$ cat config.mk
export PLATFORM = sky130hd
export DESIGN_NAME = spq_cell
export DESIGN_NICKNAME = d
export VERILOG_FILES = /design/src/design/sorted_priority_queue_defines.svh /design/src/design/spq_pkg.sv /design/src/design/spq_cell.sv
export SDC_FILE = /design/constraint.sdc
export NUM_CORES = 1
export LEC_CHECK = 0
export BUFFER_PORTS_ARGS = -buffer_cell sky130_fd_sc_hd__buf_2
export CAP_MARGIN = 10
export CORE_MARGIN = 2
export CORE_UTILIZATION = 25
export CTS_CLUSTER_DIAMETER = 40
export DETAILED_ROUTE_END_ITERATION = 8
export HOLD_SLACK_MARGIN = 0.08
export PLACE_DENSITY = 0.57
export SYNTH_ARGS = -nofsm -noshare
export SYNTH_HDL_FRONTEND = slang
export SYNTH_SLANG_ARGS = --single-unit
$ cat constraint.sdc
create_clock -name clock -period 3.6 [get_ports clock]
set_input_delay 0.54 -clock clock [delete_from_list [all_inputs] [get_ports clock]]
set_output_delay 0.54 -clock clock [all_outputs]
set_load 0.03 [all_outputs]
$ cat src/design/sorted_priority_queue_defines.svh
// Assertion macros for the sorted priority queue design.
`ifndef SORTED_PRIORITY_QUEUE_DEFINES_SVH
`define SORTED_PRIORITY_QUEUE_DEFINES_SVH

`ifndef SYNTHESIS

// Checked on every clock edge, ignored while reset is high.
`define SPQ_ASSERT(label, clk, rst, prop) \
   label: assert property (@(posedge clk) disable iff (rst) prop) \
      else $error("sorted_priority_queue: assertion failed");

// Checked on every clock edge, reset included.
`define SPQ_ASSERT_ALWAYS(label, clk, prop) \
   label: assert property (@(posedge clk) prop) \
      else $error("sorted_priority_queue: assertion failed");

`else

`define SPQ_ASSERT(label, clk, rst, prop)
`define SPQ_ASSERT_ALWAYS(label, clk, prop)

`endif

`endif

$ cat src/design/spq_pkg.sv
// Types, codes and constants of the sorted priority queue.
package spq_pkg;

   localparam int DEFAULT_CAPACITY = 64;
   localparam int DATA_W           = 32;
   localparam int PRIO_W           = 16;
   localparam int COUNT_OUT_W      = 7;
   localparam int STATUS_W         = 2;

   localparam logic KIND_PUSH = 1'b0;
   localparam logic KIND_POP  = 1'b1;

   localparam logic [STATUS_W-1:0] STATUS_OK    = 2'd0;
   localparam logic [STATUS_W-1:0] STATUS_FULL  = 2'd1;
   localparam logic [STATUS_W-1:0] STATUS_EMPTY = 2'd2;

   typedef enum logic [1:0] {
      OP_HOLD = 2'b00,
      OP_PUSH = 2'b01,
      OP_POP  = 2'b10
   } spq_op_type;

   typedef struct packed {
      logic signed [DATA_W-1:0] data;
      logic [PRIO_W-1:0]        prio;
   } spq_entry_type;

   typedef struct packed {
      spq_op_type    op;
      spq_entry_type new_entry;
   } spq_cmd_type;

   typedef struct packed {
      logic                     kind;
      logic signed [DATA_W-1:0] item_data;
      logic [PRIO_W-1:0]        item_priority;
   } spq_req_type;

   typedef struct packed {
      logic signed [DATA_W-1:0] front_data;
      logic [PRIO_W-1:0]        front_priority;
      logic                     is_empty;
      logic [COUNT_OUT_W-1:0]   entry_count;
      logic [STATUS_W-1:0]      status;
   } spq_rsp_type;

endpackage

$ cat src/design/spq_cell.sv
// One slot of the sorted chain: holds an entry and shifts it on push or pop.
module spq_cell
   import spq_pkg::*;
(
   input  logic          clock,
   input  spq_cmd_type   cmd,
   input  logic          is_front,
   input  logic          occupied,
   input  logic          left_after,
   input  spq_entry_type left_entry,
   input  spq_entry_type right_entry,
   output spq_entry_type entry,
   output spq_entry_type entry_nx,
   output logic          after
);

   spq_entry_type entry_ff;
   spq_entry_type entry_in;

   // The new word goes behind this slot when this slot sorts ahead of it.
   // The front slot also stays ahead on equal priority.
   always_comb begin
      if (is_front) begin
         after = occupied && (entry_ff.prio <= cmd.new_entry.prio);
      end else begin
         after = occupied && (entry_ff.prio < cmd.new_entry.prio);
      end
   end

   always_comb begin
      unique case (cmd.op)
         OP_PUSH: begin
            if (after) begin
               entry_in = entry_ff;
            end else if (left_after) begin
               entry_in = cmd.new_entry;
            end else begin
               entry_in = left_entry;
            end
         end
         OP_POP:  entry_in = right_entry;
         default: entry_in = entry_ff;
      endcase
   end

   always_ff @(posedge clock) begin
      entry_ff <= entry_in;
   end

   assign entry    = entry_ff;
   assign entry_nx = entry_in;

endmodule

==> run_results.csv <==
group,metric,value,unit
status,status,"completed",
setup_path,worst_ep_arrival_time,2940,ps
hold_path,hp-class,"flop to flop",
clocking,clock_sinks,48,
die,rows,42,
clocking,insertion_delay,300,ps
setup_path,crit_path_frequent_cell,"buf_2",
logic_synthesis,synthesis.area,3358,um2
logic_synthesis,synth.distinct_cells,27,
die,die_area,14380,um2
die,io_pins,247,
clocking,clockBufferDepth,2,
die,core_area,13190,um2
setup_path,worstSetupPathType,"input pin to primary output",
timing,max_slew_margin,57.62,%
global_routing,first_global_vias,3958,
layout,finish.utilization,37.86,%
logic_synthesis,netlist.area_leader.share,28.61,%
setup_path,path_buf_inv,4,
drt,via_per_inst,4.804,
setup_path,crit_chain,"buf_2 > inv_1 > ha_1 > a21oi_2 > o21ai_0 > or4_1 > a211oi_4 > o21ai_4 > buf_4 > a221o_1 > buf_2",
clocking,cts_root_buffer,"clkbuf_16",
timing,fin_worst_skew,5.859,ps
drt,wl_met2,5.943,mm
drt,totalWireLength,12.57,mm
timing,finalHoldViolCount,0,
logic_synthesis,yosys.area.top_type,"dfxtp_1",
setup_path,required,3060,ps
logic_synthesis,yosysSeqAreaShare,28.61,%
timing,final_max_slew_viol_count,0,
layout,layout-drive-gt1-share,40.51,%
drt,ant_nets,0,
drt,met3_length,969,um
timing,whs,543.2,ps
power_and_ir_drop,pwr_density_cell,475.8,nW/um2
die,fp.dieH,119.9,um
die,start_util,25.46,%
placed_design,place_congestion,0.7479,
clocking,hold_buffers,0,
clocking,post_cts_resized,0,
drt,routed.top_layer,"met4",
clocking,clk_pin_slew,70,ps
global_routing,track_usage,16.80,%
timing,fmax,0.2873,GHz
layout,final_nets,836,
logic_synthesis,synthCells,441,
logic_synthesis,async_flop_share,0,%
logic_synthesis,syn_nets,609,
placed_design,port_buffers,246,
logic_synthesis,synth_ff_type,"dfxtp_1",
drt,drt-initial-drc-count,187,
setup_path,slowest_stage,"or4_1",
layout,largest_reg_flops,48,
setup_path,crit_family,"compound AO/OA/AOI/OAI gates",
clocking,htree_levels,2,
logic_synthesis,ys_warn_count,0,
drt,dr.pass1.iters,5,
power_and_ir_drop,power_leakage,2.670,nW
clocking,cts_tree,"yes",
logic_synthesis,synth_area_leaders,"dfxtp_1 (29%), a221o_1 (14%), mux2i_1 (14%)",
global_routing,grt_pass1_wl,19.25,mm
timing,worstMarginPinSlew,635.7,ps
timing,finalSetupViolCount,0,
run,maxCapViolations,0,
drt,drc_errors,0,
timing,period_needed,3480,ps
layout,final_common_cell,"buf_2",
drt,wl_per_cell,14.86,um
setup_path,startpoint_type,"input pin",
setup_path,crit_fanout,18,
setup_path,critPathCaptureType,"primary output",
clocking,cts_buffers,5,
drt,vias,4064,
layout,area_growth,48.70,%
setup_path,slowest_delay,580,ps
power_and_ir_drop,peakVddDrop,0.1894,mV
global_routing,antenna_found_initial,1,
logic_synthesis,ys_seq_elements,48,
timing,fin_crit_sh,96.67,%
layout,layout_common_cells,"buf_2 (246), nand2_1 (99), nor2_1 (50), o21ai_0 (49)",
placed_design,dp_hpwl,9.489,mm
clocking,postCtsSetupBuffers,0,
global_routing,grt_overflow,0,
logic_synthesis,synth_area_per_cell,7.615,um2
die,die-width,119.9,um
logic_synthesis,synth_edf_count,0,
drt,wl_met1,5.488,mm
global_routing,grt_max_degree,97,
-- worst paths after layout --
check                     from           endpoint  slack (ps)  cells after the start
max reg2reg  entry[13]$_DFF_P_  entry[47]$_DFF_P_        1050                      8
max                    cmd[13]       entry_nx[47]         120                     11
min reg2reg  entry[22]$_DFF_P_  entry[22]$_DFF_P_         540                      1
min          entry[22]$_DFF_P_  entry[22]$_DFF_P_         540                      1
-- metrics by stage --
| stage | instances | total power [mW] | setup TNS, ps | cell area (um2) | setup slack, ps |
|---|---|---|---|---|---|
| floorplan | 441 | 1.450 | 0 | 3358 | 430.5 |
| global placement | 837 | 1.818 | 0 | 4805 | 144.5 |
| detailed placement | 837 | 1.828 | 0 | 4805 | 83.09 |
| CTS | 845 | 2.405 | 0 | 4972 | 76.56 |
| global route | 845 | 2.516 | -1032 | 4991 | -41.98 |
| finish | 846 | 2.376 | 0 | 4994 | 119.9 |
-- cell usage after synthesis, types with 2 or more instances --
| cell type | n |
|---|---|
| nor2_1 | 50 |
| clkbuf_1 | 24 |
| a21oi_1 | 6 |
| nand2_1 | 99 |
| o21ai_0 | 49 |
| dfxtp_1 | 48 |
| buf_2 | 2 |
| nand4_1 | 3 |
| buf_1 | 4 |
| buf_6 | 2 |
| and3_1 | 3 |
| mux2i_1 | 48 |
| ha_1 | 18 |
| nor3_1 | 3 |
| a221o_1 | 48 |
| inv_1 | 20 |
| buf_4 | 4 |
-- per-layer routing --
layer	track usage (%)	up-vias
li1	-	2023
met1	20.54	1861
met2	28.87	168
met3	4.563	12
met4	4.632	0
met5	0	-
-- cells by family (layout without fill, tap and decap cells) --
group	after synthesis	in the layout	share of synthesized area [%]
AOI/OAI and AO/OA	108	108	23.96
adders and majority gates	18	18	6.707
buffers and inverters	56	284	7.228
DFF	48	48	28.61
muxes	48	48	14.31
other	0	1	0
and+or+nand+nor	163	163	19.19
-- cell type report --
type                       instances  area [um2]
multi-input combinational        337        2186
inverter                          20       75.07
antenna                            1       2.502
fill                            1413        8197
clock buffer                       5       125.1
tap                              176       220.2
clock inverter                     3       42.54
sequential                        48       960.9
timing repair buffer             256        1381
-- power breakdown --
part           internal [mW]  switching [mW]  leakage [nW]
Clock                  0.327           0.233        0.0798
Combinational          0.374           0.732          2.19
Sequential             0.627          0.0826         0.398
Total                   1.33            1.05          2.67
-- worst reg2reg max path, cell delays in order (launching register included) --
cell,delay (ps)
dfxtp_1,390
ha_1,280
a21oi_2,120
o21ai_0,100
or4_1,580
a211oi_4,280
o21ai_4,100
buf_4,210
a221o_1,370
Power figures use the tool's default switching activity.
